==> src/design/fau_pkg.sv <==
`default_nettype none
package fau_pkg;

    localparam int WORD_BITS = 32;
    localparam int FRAC_POINT = 31;
    localparam logic [WORD_BITS-1:0] FRAC_UNITY = 32'h8000_0000;

    localparam logic [2:0] ACT_CREATE     = 3'd0;
    localparam logic [2:0] ACT_MULTIPLY   = 3'd1;
    localparam logic [2:0] ACT_INV_SCALE  = 3'd2;
    localparam logic [2:0] ACT_ADD        = 3'd3;
    localparam logic [2:0] ACT_COMPLEMENT = 3'd4;
    localparam logic [2:0] ACT_COMPARE    = 3'd5;

    localparam logic signed [1:0] ORD_LESS    = 2'b11;
    localparam logic signed [1:0] ORD_EQUAL   = 2'b00;
    localparam logic signed [1:0] ORD_GREATER = 2'b01;

    typedef enum logic [6:0] {
        S_IDLE  = 7'b0000001,
        S_LEN   = 7'b0000010,
        S_HALVE = 7'b0000100,
        S_MUL   = 7'b0001000,
        S_DIV   = 7'b0010000,
        S_POST  = 7'b0100000,
        S_FIN   = 7'b1000000
    } state_t;

endpackage
`default_nettype wire

==> src/design/fraction_arithmetic_unit_top.sv <==
// Channel   Handshake               Payload
// input     in_valid / in_ready     action, operand_a, operand_b
// output    out_valid / out_ready   result, order
//
// Add, complement, compare and unused codes go through S_FIN to the output register.
// Create and inverse scale: a leading-zero scan (one bit a cycle) and a restoring
// 32-step divider.
// Multiply: the same scan, up to 32 prescale steps, one 32x32 multiply and a shift.
// in_ready is high only while the sequencer is idle; a finished result waits in
// the output register, so the next item is taken while it stalls.
// Reset (rst_n, asynchronous) returns the sequencer to idle and drops out_valid.
`default_nettype none
module fraction_arithmetic_unit_top
    import fau_pkg::*;
(
    input  wire logic               clk,
    input  wire logic               rst_n,
    input  wire logic               in_valid,
    output logic                    in_ready,
    input  wire logic [2:0]         action,
    input  wire logic [31:0]        operand_a,
    input  wire logic [31:0]        operand_b,
    output logic                    out_valid,
    input  wire logic               out_ready,
    output logic [31:0]             result,
    output logic signed [1:0]       order
);

    state_t             state_reg, state_next;
    logic [2:0]         op_reg, op_next;
    logic [31:0]        a_reg, a_next;
    logic [31:0]        b_reg, b_next;
    logic [31:0]        ta_reg, ta_next;
    logic [31:0]        tb_reg, tb_next;
    logic [5:0]         lza_reg, lza_next;
    logic [5:0]         lzb_reg, lzb_next;
    logic [6:0]         used_reg, used_next;
    logic [5:0]         steps_reg, steps_next;
    logic [4:0]         cnt_reg, cnt_next;
    logic [31:0]        rem_reg, rem_next;
    logic [31:0]        quo_reg, quo_next;
    logic [31:0]        div_reg, div_next;
    logic [31:0]        res_reg, res_next;
    logic signed [1:0]  ord_reg, ord_next;
    logic               out_valid_reg, out_valid_next;
    logic [31:0]        result_reg, result_next;
    logic signed [1:0]  order_reg, order_next;

    logic               done_a, done_b;
    logic [32:0]        trial;
    logic [31:0]        inv_div;
    logic [4:0]         back_shift;

    assign in_ready  = (state_reg == S_IDLE);
    assign out_valid = out_valid_reg;
    assign result    = result_reg;
    assign order     = order_reg;

    assign done_a     = ta_reg[31] || (lza_reg == 6'd32);
    assign done_b     = tb_reg[31] || (lzb_reg == 6'd32);
    assign back_shift = 5'd31 - lza_reg[4:0];
    assign inv_div    = b_reg >> back_shift;
    assign trial      = {rem_reg, quo_reg[31]} - {1'b0, div_reg};

    always_comb
    begin
        state_next     = state_reg;
        op_next        = op_reg;
        a_next         = a_reg;
        b_next         = b_reg;
        ta_next        = ta_reg;
        tb_next        = tb_reg;
        lza_next       = lza_reg;
        lzb_next       = lzb_reg;
        used_next      = used_reg;
        steps_next     = steps_reg;
        cnt_next       = cnt_reg;
        rem_next       = rem_reg;
        quo_next       = quo_reg;
        div_next       = div_reg;
        res_next       = res_reg;
        ord_next       = ord_reg;
        out_valid_next = out_valid_reg;
        result_next    = result_reg;
        order_next     = order_reg;

        if (out_valid_reg && out_ready)
        begin
            out_valid_next = 1'b0;
        end

        unique case (state_reg)
            S_IDLE:
            begin
                if (in_valid)
                begin
                    op_next    = action;
                    a_next     = operand_a;
                    b_next     = operand_b;
                    ta_next    = operand_a;
                    tb_next    = operand_b;
                    lza_next   = 6'd0;
                    lzb_next   = 6'd0;
                    steps_next = 6'd0;
                    res_next   = '0;
                    ord_next   = ORD_EQUAL;
                    state_next = S_FIN;
                    unique case (action) inside
                        ACT_CREATE, ACT_MULTIPLY, ACT_INV_SCALE:
                        begin
                            state_next = S_LEN;
                        end
                        ACT_ADD:
                        begin
                            res_next = (operand_a + operand_b < FRAC_UNITY)
                                     ? operand_a + operand_b : FRAC_UNITY;
                        end
                        ACT_COMPLEMENT:
                        begin
                            res_next = FRAC_UNITY - operand_a;
                        end
                        ACT_COMPARE:
                        begin
                            if (operand_a < operand_b)
                                ord_next = ORD_LESS;
                            else if (operand_b < operand_a)
                                ord_next = ORD_GREATER;
                        end
                        default:
                        begin
                            res_next = '0;
                        end
                    endcase
                end
            end
            S_LEN:
            begin
                // count leading zeros of both operands, one bit a cycle
                if (!done_a)
                begin
                    ta_next  = {ta_reg[30:0], 1'b0};
                    lza_next = lza_reg + 6'd1;
                end
                if (!done_b)
                begin
                    tb_next  = {tb_reg[30:0], 1'b0};
                    lzb_next = lzb_reg + 6'd1;
                end
                if (done_a && done_b)
                begin
                    rem_next = '0;
                    cnt_next = 5'd0;
                    quo_next = ta_reg;
                    if (op_reg == ACT_MULTIPLY)
                    begin
                        used_next  = 7'd64 - {1'b0, lza_reg} - {1'b0, lzb_reg};
                        state_next = S_HALVE;
                    end
                    else if (lza_reg == 6'd32)
                    begin
                        res_next   = '0;
                        state_next = S_FIN;
                    end
                    else if (op_reg == ACT_CREATE)
                    begin
                        div_next   = (b_reg < a_reg) ? a_reg : b_reg;
                        state_next = S_DIV;
                    end
                    else
                    begin
                        div_next = inv_div;
                        if (inv_div == '0)
                        begin
                            res_next   = '0;
                            state_next = S_FIN;
                        end
                        else
                        begin
                            state_next = S_DIV;
                        end
                    end
                end
            end
            S_HALVE:
            begin
                if (used_reg > 7'd32)
                begin
                    if (!b_reg[0] || (a_reg[0] && a_reg < b_reg))
                        b_next = b_reg >> 1;
                    else
                        a_next = a_reg >> 1;
                    used_next  = used_reg - 7'd1;
                    steps_next = steps_reg + 6'd1;
                end
                else
                begin
                    state_next = S_MUL;
                end
            end
            S_MUL:
            begin
                quo_next   = a_reg * b_reg;
                state_next = S_POST;
            end
            S_DIV:
            begin
                // restoring divide: dividend shifts out of quo, quotient bits shift in
                if (!trial[32])
                begin
                    rem_next = trial[31:0];
                    quo_next = {quo_reg[30:0], 1'b1};
                end
                else
                begin
                    rem_next = {rem_reg[30:0], quo_reg[31]};
                    quo_next = {quo_reg[30:0], 1'b0};
                end
                cnt_next = cnt_reg + 5'd1;
                if (cnt_reg == 5'd31)
                    state_next = S_POST;
            end
            S_POST:
            begin
                unique case (op_reg)
                    ACT_MULTIPLY:
                    begin
                        if (steps_reg == 6'd32)
                            res_next = {quo_reg[30:0], 1'b0};
                        else
                            res_next = quo_reg >> (5'd31 - steps_reg[4:0]);
                    end
                    ACT_CREATE:
                    begin
                        res_next = quo_reg << back_shift;
                    end
                    default:
                    begin
                        res_next = quo_reg;
                    end
                endcase
                state_next = S_FIN;
            end
            S_FIN:
            begin
                // hold until the output register is free
                if (!out_valid_reg || out_ready)
                begin
                    out_valid_next = 1'b1;
                    result_next    = res_reg;
                    order_next     = ord_reg;
                    state_next     = S_IDLE;
                end
            end
            default:
            begin
                state_next = S_IDLE;
            end
        endcase
    end

    always_ff @(posedge clk or negedge rst_n)
    begin
        if (!rst_n)
        begin
            state_reg     <= S_IDLE;
            out_valid_reg <= 1'b0;
        end
        else
        begin
            state_reg     <= state_next;
            out_valid_reg <= out_valid_next;
        end
    end

    always_ff @(posedge clk)
    begin
        op_reg     <= op_next;
        a_reg      <= a_next;
        b_reg      <= b_next;
        ta_reg     <= ta_next;
        tb_reg     <= tb_next;
        lza_reg    <= lza_next;
        lzb_reg    <= lzb_next;
        used_reg   <= used_next;
        steps_reg  <= steps_next;
        cnt_reg    <= cnt_next;
        rem_reg    <= rem_next;
        quo_reg    <= quo_next;
        div_reg    <= div_next;
        res_reg    <= res_next;
        ord_reg    <= ord_next;
        result_reg <= result_next;
        order_reg  <= order_next;
    end

endmodule
`default_nettype wire
==> config.mk <==
export PLATFORM = sky130hd
export DESIGN_NAME = fraction_arithmetic_unit_top
export DESIGN_NICKNAME = d
export VERILOG_FILES = /design/src/design/fau_pkg.sv /design/src/design/fraction_arithmetic_unit_top.sv
export SDC_FILE = /design/constraint.sdc
export NUM_CORES = 2
export LEC_CHECK = 0
export BUFFER_PORTS_ARGS = -buffer_cell sky130_fd_sc_hd__buf_2
export CORE_MARGIN = 3
export CORE_UTILIZATION = 46
export CTS_BUF_LIST = sky130_fd_sc_hd__clkbuf_4 sky130_fd_sc_hd__clkbuf_8
export DETAILED_ROUTE_END_ITERATION = 10
export HOLD_SLACK_MARGIN = 0.03
export SYNTH_ARGS = -nofsm -noshare
export SYNTH_HDL_FRONTEND = slang
export SYNTH_SLANG_ARGS = --single-unit
==> constraint.sdc <==
create_clock -name clk -period 16.2 [get_ports clk]
set_clock_uncertainty 0.1 [all_clocks]
set_input_delay 1.62 -clock clk [delete_from_list [all_inputs] [get_ports clk]]
set_output_delay 1.62 -clock clk [all_outputs]
set_load 0.1 [all_outputs]
After elaboration in Yosys (flattened, before gate mapping)

Index checks and enable logic that the tools add are counted.

Flip-flop bits (word level): 333
Latch bits: 0
Memory bits (writable): 0
ROM bits: 0
Bits of input ports: 71
Logic and storage cells: 166
Memories: 0

Add/sub/neg operators: 12
Multipliers: 1
Div/mod/pow operators: 0
Magnitude comparators: 6
Eq/ne operators: 31
Shift-type cells: 3
Muxes and demuxes: 60
Bitwise operators: 2
Reductions and logical operators: 32

Operators by type and width:

| cell                                                           | number |
|---|---|
| 32-bit 2-to-1 mux                                              | 21 |
| 32-bit case mux with 2 select lines                            | 7 |
| 32-bit case mux with 3 select lines                            | 2 |
| 32-bit less-than comparator                                    | 4 |
| 7-bit 2-to-1 mux                                               | 13 |
| 32-bit by 5-bit right shift with 32-bit output                 | 2 |
| 7-bit case mux with 7 select lines                             | 1 |
| 6-bit case mux with 2 select lines                             | 3 |
| 33-bit by 32-bit subtractor with 33-bit output                 | 1 |
| 32-bit adder                                                   | 1 |
| 32-bit logical NOT                                             | 1 |
| 32-bit less-than comparator (second input constant)            | 1 |
| 32-bit by 32-bit multiplier with 32-bit output                 | 1 |
| 32-bit by 5-bit left shift with 32-bit output                  | 1 |
| 32-bit subtractor (first input constant)                       | 1 |
| 6-bit 2-to-1 mux                                               | 4 |
| 2-bit inequality test (second input constant)                  | 12 |
| 6-bit by 1-bit adder with 6-bit output (second input constant) | 3 |
| 6-bit == test (second input constant)                          | 3 |
| 4-bit AND reduction                                            | 4 |
| 7-bit case mux with 2 select lines                             | 1 |
| 5-bit case mux with 2 select lines                             | 1 |
| 5-bit subtractor (first input constant)                        | 2 |
| 3-bit AND reduction                                            | 3 |
| 31 further kinds                                               | 54 |

Logic depth before layout (Yosys ltp)

Word-level depth: 9
Depth in mapped cells: 29

Worst setup path before layout

OpenSTA, ideal clock, no wires.

Path kind: register -> register
From: reg b_reg[6]
To: reg quo_reg[31] (data pin)
Library setup time: 265 ps
Arrival: 7079 ps
Slack: 8756 ps
Stages on the path, launching flop included: 25
Path buffers: 2
Cell sequence: edfxtp_1 > clkbuf_1 > clkbuf_1 > and2_1 > fa_1 > fa_1 > fa_1 > inv_1 > fa_1 > inv_1 > fa_1 > fa_1 > fa_1 > fa_1 > ha_1 > a21o_1 > a21oi_1 > o21bai_1 > or3_1 > o221ai_1 > a21oi_1 > or4_1 > a31oi_1 > xnor2_1 > o21ai_1

Longest elaborated chain between the ends: 2

Ends and longest elaborated chain:

| element                                        | line                                | RTL |
|---|---|---|
| from (decl)                                    | fraction_arithmetic_unit_top.sv:32  | `logic [31:0] b_reg, b_next;` |
| from (signal assigned)                         | fraction_arithmetic_unit_top.sv:279 | `b_reg <= b_next;` |
| 32-bit by 32-bit multiplier with 32-bit output | fraction_arithmetic_unit_top.sv:202 | `quo_next = a_reg * b_reg;` |
| 32-bit case mux with 3 select lines            | fraction_arithmetic_unit_top.sv:92  | `unique case (state_reg)` |
| named net quo_next[31]                         | fraction_arithmetic_unit_top.sv:41  | `logic [31:0] quo_reg, quo_next;` |
| to (signal assigned)                           | fraction_arithmetic_unit_top.sv:288 | `quo_reg <= quo_next;` |
| to (decl)                                      | fraction_arithmetic_unit_top.sv:41  |  |

The timed path passes the listed nets, and every way through them passes these cells.
A chain may end at the register's enable or synchronous reset.

Worst setup path in the final report

From: reg a_reg[15]
To: reg quo_reg[30] (data pin)

Longest elaborated chain between the ends: 2

Ends and longest elaborated chain:

| element                                        | line                                | RTL |
|---|---|---|
| from (decl)                                    | fraction_arithmetic_unit_top.sv:31  | `logic [31:0] a_reg, a_next;` |
| from (signal assigned)                         | fraction_arithmetic_unit_top.sv:278 | `a_reg <= a_next;` |
| 32-bit by 32-bit multiplier with 32-bit output | fraction_arithmetic_unit_top.sv:202 |  |
| 32-bit case mux with 3 select lines            | fraction_arithmetic_unit_top.sv:92  |  |
| named net quo_next[30]                         | fraction_arithmetic_unit_top.sv:41  |  |

The timed path passes the listed nets, and every way through them passes these cells.

==> results.py <==
metrics = {
    "logic_synthesis": {
        "synth_top_family_by_area": "adder cells",
        "synth_top_area_share_pct": 23.6,
        "synthXorXnorAreaFrac_pct": 3.84,
        "syn_area_um2": 41300,
        "ys_ff_latch": 333,
        "synthMuxAreaShare_pct": 7.99,
        "synth_top_area_cell": "edfxtp_1",
        "yosys-top-cells-count": "nand2_1 (580), inv_1 (545), fa_1 (411)",
        "synthTopCellsByArea": "edfxtp_1 (24%), fa_1 (20%), ha_1 (8.7%)",
        "synth_edf_count": 325,
        "syn_avg_cell_area_um2": 9.28,
        "syn_inst": 4450,
        "synth_cell_types": 92,
        "ys_warn_count": 0,
        "synth_compound_area_share_pct": 11.8,
        "synth_simple_gate_area_share_pct": 16.0,
        "yosysMostFrequentCell": "nand2_1",
        "synth_nets": 5220,
        "synth_ff_type": "edfxtp_1",
        "synthAdderAreaFrac_pct": 28.6,
        "async_reset_ff_share_pct": 2.40,
        "yosysSeqAreaShare_pct": 24.1,
    },
    "setup_path": {
        "cp-start-kind": "register",
        "path_delay_family": "adder cells",
        "ff2ff_path_depth": 25,
        "path_depth": 25,
        "arrival_ns": 8.83,
        "required_ns": 16.64,
        "crit_path_frequent_cell": "fa_1",
        "path_buf_inv": 4,
        "crit_path_end_kind": "register",
        "slowest_stage": "edfxtp_1",
        "crit_type": "register to register",
        "max_stage_delay_ns": 1.05,
        "worstPathMaxFanout": 20,
    },
    "cts": {
        "cts-hold-fix-buffers": 0,
        "numCtsBuffers": 60,
        "clk_pin_slew_ns": 0.07,
        "cts_tree": "done",
        "cts_resized": 0,
        "cts_max_level": 2,
        "cts_buffer_depth": 3,
        "cts_sinks": 333,
        "cts_root_buf": "clkbuf_8",
        "post_cts_buffers": 0,
        "clock_latency_ns": 0.70,
    },
    "status": {
        "status": "complete, no violations",
    },
    "routing": {
        "wl_per_cell_um": 25.2,
        "drt-total-wl_um": 142000,
        "drt_iter0_markers": 3878,
        "via_per_inst": 5.97,
        "antenna_left": 0,
        "drcViolationCount": 0,
        "num_vias": 33600,
        "firstDrtPassIters": 6,
    },
    "layout": {
        "nets": 5185,
        "design_area_um2": 44000,
        "drive_gt1_share_pct": 9.71,
        "area_delta_synth_final_pct": 6.58,
    },
    "flow_run": {
        "cap_viol_max_count": 0,
    },
    "floorplan": {
        "ios": 107,
        "die_w_um": 306,
        "fp.dieArea_um2": 93400,
        "die_height_um": 306,
        "start_util_pct": 46.6,
        "placementRows": 109,
        "design.core.area_um2": 88600,
    },
    "timing": {
        "setup_violations": 0,
        "slew_headroom_pct": 24.0,
        "hold_viol_final": 0,
        "min_period_over_period_pct": 51.8,
        "worst_slew_pin_slew_ns": 1.14,
        "hold_slack_ns": 0.318,
        "fin_crit_ns": 8.39,
        "max_freq_mhz": 119,
        "finalSetupTns_ns": 0,
        "rsz0062_at_grt": "false",
        "slew_violations": 0,
        "setup_slack_ns": 7.81,
    },
    "placed_design": {
        "port_buffers": 106,
        "place.gp.congestion": 0.972,
        "dp_hpwl_um": 107000,
        "dp_slack_ns": 7.96,
        "placedInstanceArea_um2": 42800,
    },
    "global_routing": {
        "grt_pass1_vias": 32900,
        "antenna_found_initial": 4,
        "overflow": 0,
        "grt_pass1_wl_um": 214000,
        "grt_max_degree": 72,
        "gr-usage-all-layers_pct": 30.1,
    },
    "hold_path": {
        "hp-class": "register to register",
        "holdPathStages": 0,
    },
}
-- per-layer routing --
layer / global-route usage (%) / share of wire, % / up-vias
li1: - / - / 14900
met1: 43.9 / 43 / 16700
met2: 45.1 / 43 / 1750
met3: 5.29 / 9.5 / 285
met4: 10.4 / 4.0 / 0
met5: 0 / 0 / -
-- metrics by stage --
| step | util [%] | std cells |
|---|---|---|
| floorplan | - | 4450 |
| global placement | 48.2 | 5518 |
| detailed placement | 48.2 | 5518 |
| CTS | 49.7 | 5626 |
| global route | 49.7 | 5627 |
| finish | 49.7 | 5627 |
-- cells in the final DEF, fill, tap and decap left out, types with 18 or more instances in the layout --
master,n
o21a_1,19
nor2_1,258
nor3_1,41
inv_1,545
clkbuf_8,61
fa_1,411
a21oi_1,195
mux2_2,65
and2_1,291
o221ai_1,29
xnor2_1,150
buf_4,71
nand4_1,25
xor2_1,31
buf_2,106
o211ai_1,28
edfxtp_1,325
o21ai_1,23
nand2_1,579
nand3_1,54
ha_1,288
nor2b_1,18
o21bai_1,18
a22oi_1,32
clkinv_1,22
mux2i_1,120
a211oi_1,32
nand2b_1,19
a221oi_1,21
a21o_1,53
o21ai_0,232
mux4_2,58
-- final timing paths --
kind / slack, ns / end / from
max in group asynchronous: 15.09 / state_reg[0] / rst_n
hold reg to reg: 0.32 / result[25] / res_reg[25]
hold / removal: 0.32 / result[25] / res_reg[25]
setup reg to reg: 7.81 / quo_reg[30] / a_reg[15]
setup / recovery: 7.81 / quo_reg[30] / a_reg[15]
min in group asynchronous: 0.67 / out_valid / rst_n
-- worst reg2reg max path, delay by kind of cell, from the launching register on --
kind                     cells  cell delay, ns
AND/OR/NAND/NOR              2            0.33
AO/OA/AOI/OAI               10            2.38
flip-flops                   1            1.05
adder cells (fa/ha/maj)      9            4.15
buffers and inverters        4            0.23
-- area by class of cell --
cell class	count	area (um^2)
antenna	1	2.50
clock buffer	72	922
clock inverter	36	328
fill	8443	44600
inverter	549	2060
multi-input combinational	3294	28200
sequential	333	9960
tap	1165	1460
timing repair buffer	177	1060
-- logic make-up after synthesis --
logic type,count (synthesis)
simple gates,1389
buf+inv,823
compound gates,777
fa+ha+maj,699
flops,333
mux,248
xor+xnor,181
Power is left out: the tool's default activity adds up to more than one toggle a clock period on the data nets, which glitch-free logic cannot reach.
